File: src/vql_pkg.sv
// Shared types and constants of the volatility quote ladder.
package vql_pkg;

  localparam int WINDOW     = 32;
  localparam int AW         = $clog2(WINDOW);
  localparam int CNT_W      = $clog2(WINDOW + 1);
  localparam int MAX_LEVELS = 8;
  localparam int LVL_W      = 4;
  localparam int QDEPTH     = 4;
  localparam int QAW        = $clog2(QDEPTH);
  localparam int RET_W      = 29;
  localparam int SUM_W      = 34;

  localparam logic [28:0] ONE_Q24   = 29'h100_0000;
  localparam logic [27:0] RET_CAP   = 28'h800_0000;
  localparam logic [22:0] DEPTH_MAX = 23'h7f_ffff;

  typedef enum logic [2:0] {
    REG_LEVELS      = 3'd0,
    REG_BASE_DEPTH  = 3'd1,
    REG_BASE_SPREAD = 3'd2,
    REG_VOL_MULT    = 3'd3,
    REG_MAX_HALF    = 3'd4
  } cfg_idx_t;

  typedef struct packed {
    logic [3:0]  levels;
    logic [19:0] unit_depth;
    logic [24:0] base_spread;
    logic [15:0] vol_mult;
    logic [24:0] max_half;
  } cfg_t;

  typedef struct packed {
    logic [31:0] price;
    logic        upd;
  } item_t;

  typedef struct packed {
    logic        start;
    logic [63:0] num;
    logic [31:0] den;
  } div_req_t;

  typedef struct packed {
    logic        done;
    logic [63:0] quo;
  } div_rsp_t;

  typedef struct packed {
    logic        side;
    logic [3:0]  level;
    logic [31:0] price;
    logic [22:0] depth;
    logic        last;
  } quote_t;

endpackage

File: src/vql_fifo.sv
// Short queue between the front and the back.
module vql_fifo import vql_pkg::*; (
  input  logic  clk,
  input  logic  rst,
  input  logic  push,
  input  item_t push_item,
  output logic  full,
  input  logic  pop,
  output logic  valid,
  output item_t item
);

  item_t          mem [QDEPTH];
  logic [QAW-1:0] wptr;
  logic [QAW-1:0] rptr;
  logic [QAW:0]   count;

  assign full  = (count == QDEPTH[QAW:0]);
  assign valid = (count != '0);
  assign item  = mem[rptr];

  always_ff @(posedge clk) begin
    if (rst) begin
      wptr  <= '0;
      rptr  <= '0;
      count <= '0;
    end else begin
      if (push) begin
        wptr <= wptr + 1'b1;
      end
      if (pop) begin
        rptr <= rptr + 1'b1;
      end
      if (push && !pop) begin
        count <= count + 1'b1;
      end else if (pop && !push) begin
        count <= count - 1'b1;
      end
    end
  end

  always_ff @(posedge clk) begin
    if (push) begin
      mem[wptr] <= push_item;
    end
  end

endmodule

File: config.mk
export PLATFORM = sky130hd
export DESIGN_NAME = vql_fifo
export DESIGN_NICKNAME = d
export VERILOG_FILES = /design/src/vql_pkg.sv /design/src/vql_fifo.sv
export SDC_FILE = /design/constraint.sdc
export NUM_CORES = 1
export LEC_CHECK = 0
export BUFFER_PORTS_ARGS = -buffer_cell sky130_fd_sc_hd__buf_2
export CORE_MARGIN = 4
export CORE_UTILIZATION = 31
export DETAILED_ROUTE_END_ITERATION = 10
export PLACE_DENSITY_LB_ADDON = 0.15
export RECOVER_POWER = 50
export SLEW_MARGIN = 20
export SYNTH_ARGS = -nofsm -noshare
export SYNTH_HDL_FRONTEND = slang
export SYNTH_SLANG_ARGS = --single-unit
File: constraint.sdc
create_clock -name clk -period 2.8 [get_ports clk]
set_clock_uncertainty 0.05 [all_clocks]
set_input_delay 0.42 -clock clk [delete_from_list [all_inputs] [get_ports clk]]
set_output_delay 0.42 -clock clk [all_outputs]
set_load 0.05 [all_outputs]
-- Yosys cells after proc, flatten, opt, wreduce, memory -nomap -nowiden
Memories as Yosys holds them, arrays and structs flattened. A register that Yosys moved wholly into a read port is not among the register bits.
Index checks and enable logic that the tools add are counted.
- flip-flop bits (word level): 7
- bits in writable memories: 132
- bits of input ports: 37
- output and inout bits: 35
- word-level logic and storage cells: 21
- memories kept: 1
- add/sub/neg operators: 4
- equality and inequality tests: 1
- mux-type cells: 6
- reduce and logical (&&, ||, !) cells: 6
- memory list (name ; words ; bits a word ; read ports ; clocked after Yosys merged registers in ; wr ports ; RTL line ; RTL):
    mem ; 4 ; 33 ; 1 ; 1 ; 1 ; vql_fifo.sv:13 ; item_t mem [QDEPTH];
- operators with widths (kind ; count):
    two-way mux 3 bit ; 2
    adder 2 x 1 -> 2 bit (second input constant) ; 2
    two-way mux 2 bit ; 2
    adder 3 x 1 -> 3 bit (second input constant) ; 1
    == test 3 bit (second input constant) ; 1
    nonzero test 3 bit ; 1
    subtractor 3 x 1 -> 3 bit (second input constant) ; 1
    logical AND 1 bit ; 2
    zero test 1 bit ; 2
    two-way mux 1 bit ; 2
    nonzero test 2 bit ; 1

-- Logic depth before layout (Yosys ltp)
- word-level depth: 4
- gate-level depth with buffers: 7
- mapped depth without buffers: 7

-- Least setup slack after synthesis
OpenSTA, ideal clock, no wires.
- kind: register to output
- from: register count[1]
- to: output port full
- data arrival time: 1497 ps
- data required time: 2330 ps
- setup slack: 833 ps
- cell stages (with the launch flop): 2
- buffers on the path: 0
- path through: dfxtp_1 > nor3b_1
- word-level cells in the longest chain between the ends: 1
- RTL lines (item ; RTL line ; RTL):
    start, declared ; vql_fifo.sv:16 ; logic [QAW:0] count;
    start signal, assigned ; vql_fifo.sv:35 ; count <= count + 1'b1;
    start signal, assigned ; vql_fifo.sv:37 ; count <= count - 1'b1;
    == test 3 bit ; vql_fifo.sv:18 ; assign full = (count == QDEPTH[QAW:0]);
    end, declared ; vql_fifo.sv:7 ; output logic full,
Every way passes these cells.

-- Worst setup path in the final report
- from: register wptr[0]
- to: memory mem[3][25] (netlist bit), enable pin
- RTL lines (item ; RTL line ; RTL):
    start, declared ; vql_fifo.sv:14 ; logic [QAW-1:0] wptr;
    start signal, assigned ; vql_fifo.sv:29 ; wptr <= wptr + 1'b1;
    end, declared ; vql_fifo.sv:13 ;
Straight into the memory's write port.

==> results.py <==
metrics = {
    "die": {
        "dieArea_mm2": 0.01904,
        "initial_core_util": 0.3159,
        "rows": 47,
        "die_x_um": 138.0,
        "die-height_um": 138.0,
        "core_region_area_mm2": 0.01658,
        "ioPinCount": 72,
    },
    "clock_network": {
        "cts_tree": "yes",
        "clk_path_buf_depth": 2,
        "root_buffer": "clkbuf_16",
        "clk_latency_ps": 410,
        "postCtsSetupBuffers": 0,
        "h-tree-depth": 4,
        "postCtsHoldBufs": 0,
        "ctsResizeCount": 0,
        "cts_buffers": 17,
        "cts.sinks": 141,
        "path_clk_slew_ps": 60,
    },
    "synth": {
        "synthDistinctLibCells": 21,
        "syn_inst": 217,
        "synth_nets": 260,
        "synthDominantCellAreaShare": 0.7566,
        "synth_top_area_cell": "edfxtp_1",
        "ys_ff_latch": 141,
        "synth.cell_area_mm2": 0.005239,
        "ys_seq_area_frac": 0.7910,
        "synthTopCellsByArea": "edfxtp_1 (76%), mux4_2 (13%), dfxtp_1 (3.4%)",
        "avgSynthCellArea_um2": 24.14,
        "yosysWarnings": 0,
    },
    "routing": {
        "vias": 2376,
        "drc": 0,
        "drt_iter0_markers": 120,
        "routed_wl_um": 9802,
        "antenna_left": 0,
        "vias_per_cell": 4.425,
        "wl_per_cell_um": 18.25,
        "drt_first_pass_iters": 4,
    },
    "final_layout": {
        "area_growth_syn_to_layout_pct": 23.24,
        "finalNetCount": 348,
        "multi_input_area_um2": 989.7,
        "layout_common_cells": "edfxtp_1 (132), buf_2 (37), clkbuf_1 (35)",
        "drive_above_1_share": 0.3312,
        "final_common_cell": "edfxtp_1",
        "seq_area_mm2": 0.004146,
        "n_antenna_cell": 0,
        "fillers": 1548,
    },
    "setup_path": {
        "critPathKind": "register to register",
        "ff2ff_path_depth": 3,
        "arrival_ps": 2470,
        "startpoint": "wptr[0]",
        "start_kind": "register",
        "worstPathRequired_ps": 2850,
        "r2r-end": "mem[3][25]",
        "timing.rr.start": "wptr[0]",
        "r2r_slack_ps": 380,
        "critPathMaxFanout": 18,
        "cp-end-kind": "register",
    },
    "worst_hold_path": {
        "holdCritStartpoint": "push_item[15]",
        "min_path_cells": 1,
        "hold_path_class": "input pin to register",
        "min_to": "mem[0][15]",
    },
    "timing": {
        "worstMarginPinSlew_ps": 1473,
        "post-route-min-period_ps": 2420,
        "grt_setup_unrepaired": "no",
        "setup_viol": 0,
        "hold_viol_final": 0,
        "fmax_mhz": 413.2,
        "period_share": 0.8644,
        "finalSetupTns_ps": 0,
        "slew_violations": 0,
        "max_slew_margin": 0.01761,
    },
    "placement": {
        "gp_congestion": 0.6758,
        "hpwl_um": 5972,
        "numPortBuffers": 71,
    },
    "global_route": {
        "grt-ovfl-total": 0,
        "antenna_found_initial": 1,
        "grt_max_degree": 34,
        "grt_util_all_layers": 0.1116,
        "grt_pass1_wl_um": 14750,
        "grt_pass1_vias": 2583,
    },
    "run": {
        "cap_viol_max_count": 0,
    },
    "power": {
        "ir_worst_vdd_mv": 0.4284,
        "seqPwrFrac": 0.451,
        "p_switching_mw": 1.338,
        "pwr_density_cell_mw_per_mm2": 844.2,
        "p_clk_frac": 0.419,
        "leakage_nw": 2.132,
        "combPwrFrac": 0.130,
        "p_int_mw": 4.112,
        "switching_share": 0.2455,
        "power_mw": 5.450,
    },
    "run_status": {
        "status": "complete, no violations",
    },
}
[per-layer routing]
layer / vias up / track usage / routed length [um]
met3: 15 / 0.04282 / 590
met2: 61 / 0.1687 / 4749
li1: 1083 / - / -
met4: 2 / 0.06092 / 189
met1: 1215 / 0.1385 / 4259
met5: - / 0 / 13
[through the flow]
| step | util | hold WS, ps | instance area (um^2) | worst slack [ps] | cells |
|---|---|---|---|---|---|
| after detailed placement | 0.3557 | 448.4 | 5898 | 828.1 | 506 |
| after CTS | 0.3920 | 141.6 | 6500 | 366.3 | 537 |
| after global routing | 0.3893 | 203.6 | 6456 | 193.8 | 537 |
| final | 0.3893 | 217.6 | 6456 | 379.7 | 537 |
| after global placement | 0.3557 | 428.8 | 5898 | 852.5 | 506 |
| after floorplan | - | 411.4 | 5239 | 832.9 | 217 |
[cell families (layout without fill, tap and decap cells)]
group | after synthesis | in the layout | synth area share
flops | 141 | 141 | 0.7910
mux | 35 | 35 | 0.1478
simple gates | 15 | 15 | 0.01433
buf+inv | 13 | 113 | 0.02078
fa+ha+maj | 6 | 6 | 0.01576
xor+xnor | 5 | 5 | 0.008361
compound gates | 2 | 2 | 0.001909
[registers in the layout (all words and copies together) (netlist names), named ones only]
register	flops
count	3
mem	132
wptr	2
rptr	2
[synthesized netlist by cell type]
master,instances
edfxtp_1,132
mux4_2,30
dfxtp_1,9
nor2_1,7
ha_1,5
and2_1,4
inv_1,4
buf_12,3
buf_2,3
mux4_1,3
xor2_1,3
clkbuf_1,2
mux2i_1,2
or3_1,2
xnor2_1,2
a21oi_1,1
buf_6,1
fa_1,1
nand2_1,1
nor3b_1,1
o21ai_0,1
[worst max path at each step]
stage	end	slack, ps	cells past startpoint
finish	mem[3][25]	380	3
global route	mem[3][26]	190	3
CTS	item[29]	370	3
detailed placement	count[2]	830	7
global placement	item[29]	850	3
floorplan	full	830	1
[power groups by stage]
stage	clock (mW)	sequential, mW	combinational, mW
after floorplan	0	2.49	0.552
after global placement	0	2.50	0.729
after detailed placement	0	2.50	0.734
after CTS	2.35	2.46	0.736
after global routing	2.45	2.47	0.757
final	2.28	2.46	0.709
[critical path, stage by stage (launching register included)]
cell and delay [ps]:
dfxtp_1 400, ha_1 160, and2_0 1110, buf_4 390
[layout make-up]
class | count | share of cell area
repair buffers | 78 | 0.06628
multi-input cells | 63 | 0.1533
flip-flops and latches | 141 | 0.6422
clock inverters | 13 | 0.02674
inverters | 4 | 0.002326
well taps | 220 | 0.04264
clock buffers | 18 | 0.06647
Power figures use the tool's default switching activity.
