### src/vql_pkg.sv
// Shared types and constants of the volatility quote ladder.
package vql_pkg;

  localparam int WINDOW     = 32;
  localparam int AW         = $clog2(WINDOW);
  localparam int CNT_W      = $clog2(WINDOW + 1);
  localparam int MAX_LEVELS = 8;
  localparam int LVL_W      = 4;
  localparam int QDEPTH     = 4;
  localparam int QAW        = $clog2(QDEPTH);
  localparam int RET_W      = 29;
  localparam int SUM_W      = 34;

  localparam logic [28:0] ONE_Q24   = 29'h100_0000;
  localparam logic [27:0] RET_CAP   = 28'h800_0000;
  localparam logic [22:0] DEPTH_MAX = 23'h7f_ffff;

  typedef enum logic [2:0] {
    REG_LEVELS      = 3'd0,
    REG_BASE_DEPTH  = 3'd1,
    REG_BASE_SPREAD = 3'd2,
    REG_VOL_MULT    = 3'd3,
    REG_MAX_HALF    = 3'd4
  } cfg_idx_t;

  typedef struct packed {
    logic [3:0]  levels;
    logic [19:0] unit_depth;
    logic [24:0] base_spread;
    logic [15:0] vol_mult;
    logic [24:0] max_half;
  } cfg_t;

  typedef struct packed {
    logic [31:0] price;
    logic        upd;
  } item_t;

  typedef struct packed {
    logic        start;
    logic [63:0] num;
    logic [31:0] den;
  } div_req_t;

  typedef struct packed {
    logic        done;
    logic [63:0] quo;
  } div_rsp_t;

  typedef struct packed {
    logic        side;
    logic [3:0]  level;
    logic [31:0] price;
    logic [22:0] depth;
    logic        last;
  } quote_t;

endpackage

### src/vql_front.sv
// Input stage: registers each transfer and drops zero prices.
module vql_front import vql_pkg::*; (
  input  logic  clk,
  input  logic  rst,
  input  logic  s_valid,
  output logic  s_ready,
  input  item_t s_item,
  output logic  push,
  output item_t push_item,
  input  logic  full
);

  logic  vld;
  item_t item;
  logic  drain;

  assign drain     = vld && ((item.price == 32'd0) || !full);
  assign push      = vld && (item.price != 32'd0) && !full;
  assign push_item = item;
  assign s_ready   = !vld || drain;

  always_ff @(posedge clk) begin
    if (rst) begin
      vld <= 1'b0;
    end else if (s_valid && s_ready) begin
      vld <= 1'b1;
    end else if (drain) begin
      vld <= 1'b0;
    end
  end

  always_ff @(posedge clk) begin
    if (s_valid && s_ready) begin
      item <= s_item;
    end
  end

endmodule

### config.mk
export PLATFORM = sky130hd
export DESIGN_NAME = vql_front
export DESIGN_NICKNAME = d
export VERILOG_FILES = /design/src/vql_pkg.sv /design/src/vql_front.sv
export SDC_FILE = /design/constraint.sdc
export NUM_CORES = 1
export LEC_CHECK = 0
export BUFFER_PORTS_ARGS = -buffer_cell sky130_fd_sc_hd__clkbuf_2
export CAP_MARGIN = 30
export CORE_MARGIN = 2
export CORE_UTILIZATION = 40
export DETAILED_ROUTE_END_ITERATION = 12
export HOLD_SLACK_MARGIN = 0.02
export PLACE_DENSITY = 0.73
export SLEW_MARGIN = 20
export SYNTH_ARGS = -nofsm -noshare
export SYNTH_HDL_FRONTEND = slang
export SYNTH_SLANG_ARGS = --single-unit
### constraint.sdc
create_clock -name clk -period 3.5 [get_ports clk]
set_input_delay 0 -clock clk [delete_from_list [all_inputs] [get_ports clk]]
set_output_delay 0 -clock clk [all_outputs]
set_load 0.01 [all_outputs]
* After elaboration in Yosys (flattened, before gate mapping)
Index checks and enable logic that the tools add are counted.
** Word-level totals
- Flip-flop bits (word level) :: 34
- Word-level logic and storage cells :: 16
** Operators by class
- Mux-type cells :: 2
- Reduce and logical (&&, ||, !) cells :: 11
** Operator list (count)
- 32-bit logical NOT :: 1
- 32-bit nonzero test :: 1
- 1-bit logical AND :: 4
- 1-bit logical NOT :: 2
- 1-bit logical OR :: 2
- 1-bit 2-to-1 mux :: 2
- 2-bit nonzero test :: 1

* Depth between registers and ports, before layout
Gate-level depths: netlist of the first run.
- Depth in word-level cells :: 6
- Depth in mapped cells :: 4

* Worst setup path before layout of the first run
No wires, ideal clock.
- Path kind :: register -> register
- Start :: reg item, in the netlist push_item[25]
- End :: reg item, in the netlist push_item[0], enable pin
- Library setup time :: 0.392 ns
- Data arrival time :: 1.821 ns
- Slack :: 1.287 ns
- Stages on the path, launching flop included :: 5
- Path buffers :: 0
- Cell sequence :: edfxtp_1 nor4_1 nand4_1 nor2_2 o21a_1
** On the way
- Longest elaborated chain between the ends :: 5
** Ends and longest elaborated chain
- start, declared :: RTL line vql_front.sv:14 : item_t item;
- start signal, assigned :: RTL line vql_front.sv:34 : item <= s_item;
- 32-bit logical NOT :: RTL line vql_front.sv:17 : assign drain = vld && ((item.price == 32'd0) || !full);
- 1-bit logical OR :: RTL line vql_front.sv:17
- 1-bit logical AND :: RTL line vql_front.sv:17
- 1-bit logical OR :: RTL line vql_front.sv:20 : assign s_ready = !vld || drain;
- 1-bit logical AND :: RTL line vql_front.sv:33 : if (s_valid && s_ready) begin
Every way passes these cells.
A chain may end at the register's enable or synchronous reset.

* Worst setup path after layout of the first run
- Start :: reg item, in the netlist push_item[25]
- End :: reg item, in the netlist push_item[11], enable pin
Same word-level chain as after synthesis.

==> results.json, run 1 <==
{
  "worstPathRequired_ns": 3.48,
  "worstPathMaxFanout": 33,
  "status": "finished, final reports clean",
  "cts_tree": "yes",
  "p_leak_nw": 0.816,
  "clock_path_buffers": 2,
  "antenna_cells": 0,
  "clkLatencyLatePin_ns": 0.32,
  "synthCells": 51,
  "synth_seq_cells": 34,
  "end_kind": "register",
  "yosys.area.top_type": "edfxtp_1",
  "drc": 0,
  "initial_core_util": 0.415,
  "worstSetupPathType": "reg -> reg",
  "synthXorXnorAreaFrac": 0,
  "yosys_warnings": 0,
  "grt_start_max_net_pins": 34,
  "timing.rr.start": "push_item[25]",
  "ys_seq_area_frac": 0.899,
  "arrival_ns": 1.97,
  "coreArea_um2": 2710,
  "n_fill_cell": 199,
  "synth_fa_ha_area_frac": 0,
  "syn_nets": 88,
  "fmax_ghz": 0.502,
  "slew_viol_final": 0,
  "final_nets": 202,
  "dr.pass1.iters": 5,
  "hold_ws_ns": 0.264,
  "setup_tns_ns": 0,
  "ys_types": 12,
  "place_hpwl_um": 1820,
  "totalWireLength_um": 2810,
  "fin_crit_ns": 1.99,
  "hold_path_startpoint": "full",
  "grt_pass1_wl_um": 4280,
  "final_area_um2": 1920,
  "rows": 19,
  "htreeDepth": 2,
  "drv_cap": 0,
  "rsz0062_at_grt": "false",
  "placed_area_um2": 1530,
  "wl_per_cell_um": 14.3,
  "powerDensity_nw_per_um2": 407,
  "grt_pass1_vias": 905,
  "final_util": 0.709,
  "io_buffers": 71,
  "synth_compound_area_frac": 0.0133,
  "die_area_um2": 3250,
  "synthMuxAreaShare": 0,
  "post_cts_resized": 0,
  "syn_area_per_cell_um2": 22.1,
  "netlist_area_um2": 1120,
  "grt_usage": 0.183,
  "gr-total-overflow": 0,
  "drive_gt1_frac": 0.479,
  "setup_violations": 0,
  "critPathLaunchType": "register",
  "area_growth_pct": 70.9,
  "cts-buffers-inserted": 5,
  "antenna_found_initial": 0,
  "drtAntennaViolNets": 0,
  "final_common_cell": "clkbuf_2",
  "clk_pin_slew_ns": 0.09,
  "vias": 928,
  "viasPerCell": 4.73,
  "hold_class": "in -> out",
  "io_pins": 72,
  "power_mw": 0.782,
  "synthTopCellsByArea": "edfxtp_1, nor4_1, dfxtp_1",
  "cts.sink_count": 34,
  "hold_violations": 0,
  "drtIter0Drc": 28,
  "finalCritPeriodShare": 0.569,
  "clock_skew_ns": 0.0112,
  "synth_top_family_by_area": "simple AND/OR/NAND/NOR gates",
  "yosys.area_share.simple": 0.0879,
  "cp-startpoint": "push_item[25]",
  "clockRootBuffer": "clkbuf_4",
  "worst_pin_slew_ns": 0.404,
  "final_cell_mix": "clkbuf_2, dlygate4sd3_1, edfxtp_1",
  "synth_top_area_share": 0.881,
  "fp.dieH_um": 57.0,
  "peakVddDrop_mv": 0.340,
  "die-width_um": 57.0,
  "relSlewSlack": 0.731,
  "gp_congestion": 0.777
}
==> cell type report <==
type                            instances  area [um2]  share of cell area
Clock buffer                            7        45.0              0.0234
Multi-Input combinational cell         17         114              0.0592
Sequential cell                        34        1010               0.526
Tap cell                               31        38.8              0.0202
Timing Repair Buffer                  107         713               0.371
==> cells in the mapped netlist <==
master	instances
edfxtp_1	33
nor4_1	7
nand4_1	2
dfxtp_1	1
nand2_1	1
nand2b_1	1
nor2_2	1
nor3b_1	1
nor4_2	1
o21a_1	1
o31ai_1	1
or2_1	1
==> cell families after synthesis <==
logic type and count (synthesis):
AND/OR/NAND/NOR 15, flip-flops 34, AO/OA/AOI/OAI 2
==> routing by layer <==
metal | track usage | vias up | wire length, um
met4 | 0.0997 | 0 | 57
li1 | - | 439 | -
met5 | 0 | - | 0
met2 | 0.333 | 30 | 1600
met1 | 0.196 | 454 | 1020
met3 | 0.0385 | 5 | 129
==> metrics by stage <==
step / setup slack, ns / cells
5_1_grt: 1.34 / 196
6_report: 1.51 / 196
2_1_floorplan: 1.29 / 51
3_3_place_gp: 1.60 / 154
4_1_cts: 1.51 / 196
3_5_place_dp: 1.53 / 154
==> power by group <==
part           internal, mW  leakage (nW)  switching (mW)
registers             0.476         0.327          0.0122
clock network        0.0757        0.0254           0.115
logic                0.0582         0.463          0.0451
==> worst max-delay path, stage by stage (launching register included) <==
cell	delay, ns
edfxtp_1	0.41
nor4_1	0.37
nand4_1	0.16
nor2_2	0.19
o21a_1	0.15
buf_4	0.37
==> registers in the layout, summed over array words and instances (netlist names) <==
signal and flops:
push_item 33, vld 1
==> what timing repair did <==
action / CTS / global route
hold buffers: 35 / 0
setup endpoints to repair: 0 / 0
buffers inserted: 0 / 0
hold endpoints to repair: 34 / 0
==> final timing paths <==
path,to,cells after the start,slack [ns]
max,push_item[11],5,1.51
min,push,3,0.26
max reg2reg,push_item[11],5,1.51
min reg2reg,push_item[24],3,1.07
(Power assumes the default switching activity.)
==> inputs of run 2 (changes only) <==
--- a/config.mk
+++ b/config.mk
@@ -8,10 +8,10 @@
 export BUFFER_PORTS_ARGS = -buffer_cell sky130_fd_sc_hd__clkbuf_2
 export CAP_MARGIN = 30
 export CORE_MARGIN = 2
-export CORE_UTILIZATION = 40
+export CORE_UTILIZATION = 37
 export DETAILED_ROUTE_END_ITERATION = 12
 export HOLD_SLACK_MARGIN = 0.02
-export PLACE_DENSITY = 0.73
+export PLACE_DENSITY = 0.71
 export SLEW_MARGIN = 20
 export SYNTH_ARGS = -nofsm -noshare
 export SYNTH_HDL_FRONTEND = slang
==> constraint.sdc (replaced) <==
create_clock -name clk -period 1.78 [get_ports clk]
set_input_delay 0 -clock clk [delete_from_list [all_inputs] [get_ports clk]]
set_output_delay 0 -clock clk [all_outputs]
set_load 0.01 [all_outputs]
==> run 2 against run 1 <==
Against the previous run: first-iteration DRC count decreased by 21%; routed wire length decreased by 1.6%; highest routed layer unchanged; core utilization decreased by 1.9 points; critical path depth increased by 1; clock skew decreased by 0.0044 ns; clock power increased by 100%; non-clock buffer count increased by 6; combinational power increased by 110%; via count increased by 0.97%; sequential power increased by 98%; sequential share of layout area decreased by 3.4 points.
==> results.json, run 2 (same netlist as run 1, synthesis figures left out) <==
{
  "status": "finished, final reports clean",
  "p_leak_nw": 0.863,
  "grt_pass1_wl_um": 4100,
  "cp-startpoint": "push_item[25]",
  "fp.dieH_um": 59.1,
  "die_area_um2": 3500,
  "worst_pin_slew_ns": 0.255,
  "rsz0062_at_grt": "true",
  "drive_gt1_frac": 0.535,
  "setup_violations": 0,
  "grt_usage": 0.171,
  "gp_congestion": 0.671,
  "worstPathRequired_ns": 1.83,
  "grt_pass1_vias": 940,
  "final_common_cell": "clkbuf_2",
  "wl_per_cell_um": 13.5,
  "viasPerCell": 4.57,
  "hold_ws_ns": 0.374,
  "final_nets": 208,
  "setup_tns_ns": 0,
  "peakVddDrop_mv": 0.585,
  "dr.pass1.iters": 5,
  "area_growth_pct": 82.8,
  "largest_register_ffs": 33,
  "r2r_setup_slack_ns": 0.03,
  "hold_end": "push_item[27]",
  "finalCritPeriodShare": 0.983,
  "worstSetupPathType": "reg -> reg",
  "fin_crit_ns": 1.75,
  "drtAntennaViolNets": 0,
  "clk_pin_slew_ns": 0.10,
  "antenna_cells": 0,
  "antenna_found_initial": 0,
  "initial_core_util": 0.378,
  "vias": 937,
  "cts_tree": "yes",
  "n_fill_cell": 218,
  "clock_skew_ns": 0.00678,
  "rows": 20,
  "slew_viol_final": 0,
  "worstPathMaxFanout": 17,
  "dpl_worst_slack_ns": 0.0197,
  "powerDensity_nw_per_um2": 769,
  "rr_endpoint": "push_item[22]",
  "r2r_cells": 6,
  "cts.sink_count": 34,
  "hold_class": "in -> reg",
  "fmax_ghz": 0.572,
  "hold_path_startpoint": "s_item[27]",
  "final_cell_mix": "clkbuf_2, dlygate4sd3_1, edfxtp_1",
  "io_buffers": 71,
  "coreArea_um2": 2980,
  "end_kind": "register",
  "drc": 0,
  "drtIter0Drc": 22,
  "critPathLaunchType": "register",
  "die-width_um": 59.1,
  "clockRootBuffer": "clkbuf_4",
  "gr-total-overflow": 0,
  "clkLatencyLatePin_ns": 0.33,
  "worst_slack_ns": 0.0309,
  "power_mw": 1.58,
  "io_pins": 72,
  "cts-buffers-inserted": 5,
  "timing.rr.start": "push_item[25]",
  "htreeDepth": 2,
  "drv_cap": 0,
  "hold_violations": 0,
  "totalWireLength_um": 2760,
  "clock_path_buffers": 2,
  "arrival_ns": 1.80,
  "holdPathStages": 2,
  "relSlewSlack": 0.829,
  "grt_start_max_net_pins": 18
}
run 2: cell types whose count changed in the layout (fill, tap and decap cells not counted), moves of 2 or more:
cell    change
buf_12      +2
buf_4       +3
nor4_1      -6
nor4_2      +5
run 2: cell type report:
type	count	area [um2]	area share
Clock inverter	2	8.76	0.00426
Sequential cell	34	1010	0.492
Clock buffer	6	41.3	0.0201
Timing Repair Buffer	113	786	0.382
Multi-Input combinational cell	17	168	0.0816
Tap cell	33	41.3	0.0201
run 2: how the worst max path moves through the flow:
stage | endpoint | depth (start not counted) | slack (ns)
after global placement | push_item[27] | 5 | 0.06
after global routing | push_item[17] | 6 | -0.07
after detailed placement | push_item[30] | 5 | 0.02
final | push_item[22] | 6 | 0.03
after CTS | s_ready | 6 | 0.02
after floorplan | push_item[0] | 4 | 0.07
run 2: worst max-delay path, cell delays in order (launching register included):
cell      delay [ns]
edfxtp_1        0.44
nor4_4          0.30
nand4_1         0.15
nor2_2          0.16
buf_4           0.12
o21a_4          0.15
buf_12          0.15
run 2: metrics by stage:
| stage | area [um2] | util | instances |
|---|---|---|---|
| 6_report | 2060 | 0.690 | 205 |
| 5_1_grt | 2060 | 0.690 | 205 |
| 4_1_cts | 2000 | 0.672 | 203 |
| 3_5_place_dp | 1580 | 0.529 | 158 |
| 3_3_place_gp | 1580 | 0.529 | 158 |
| 2_1_floorplan | 1130 | - | 51 |
run 2: routing by layer:
| layer | global-route usage | vias to the layer above | share of wire | wire length [um] |
|---|---|---|---|---|
| li1 | - | 454 | - | - |
| met4 | 0.107 | 0 | 0.028 | 78 |
| met1 | 0.191 | 429 | 0.40 | 1100 |
| met2 | 0.275 | 48 | 0.51 | 1420 |
| met5 | 0 | - | 0 | 0 |
| met3 | 0.0633 | 6 | 0.060 | 167 |
run 2: what timing repair did:
action,CTS,global route
buffers inserted,1,2
gates cloned,0,0
hold buffers,36,0
hold endpoints to repair,34,0
pin swaps,2,2
setup endpoints to repair,10,35
gates resized for setup,1,7
run 2: power breakdown:
part | internal (mW) | switching, mW
Clock | 0.148 | 0.243
Sequential | 0.936 | 0.0317
Combinational | 0.132 | 0.0892
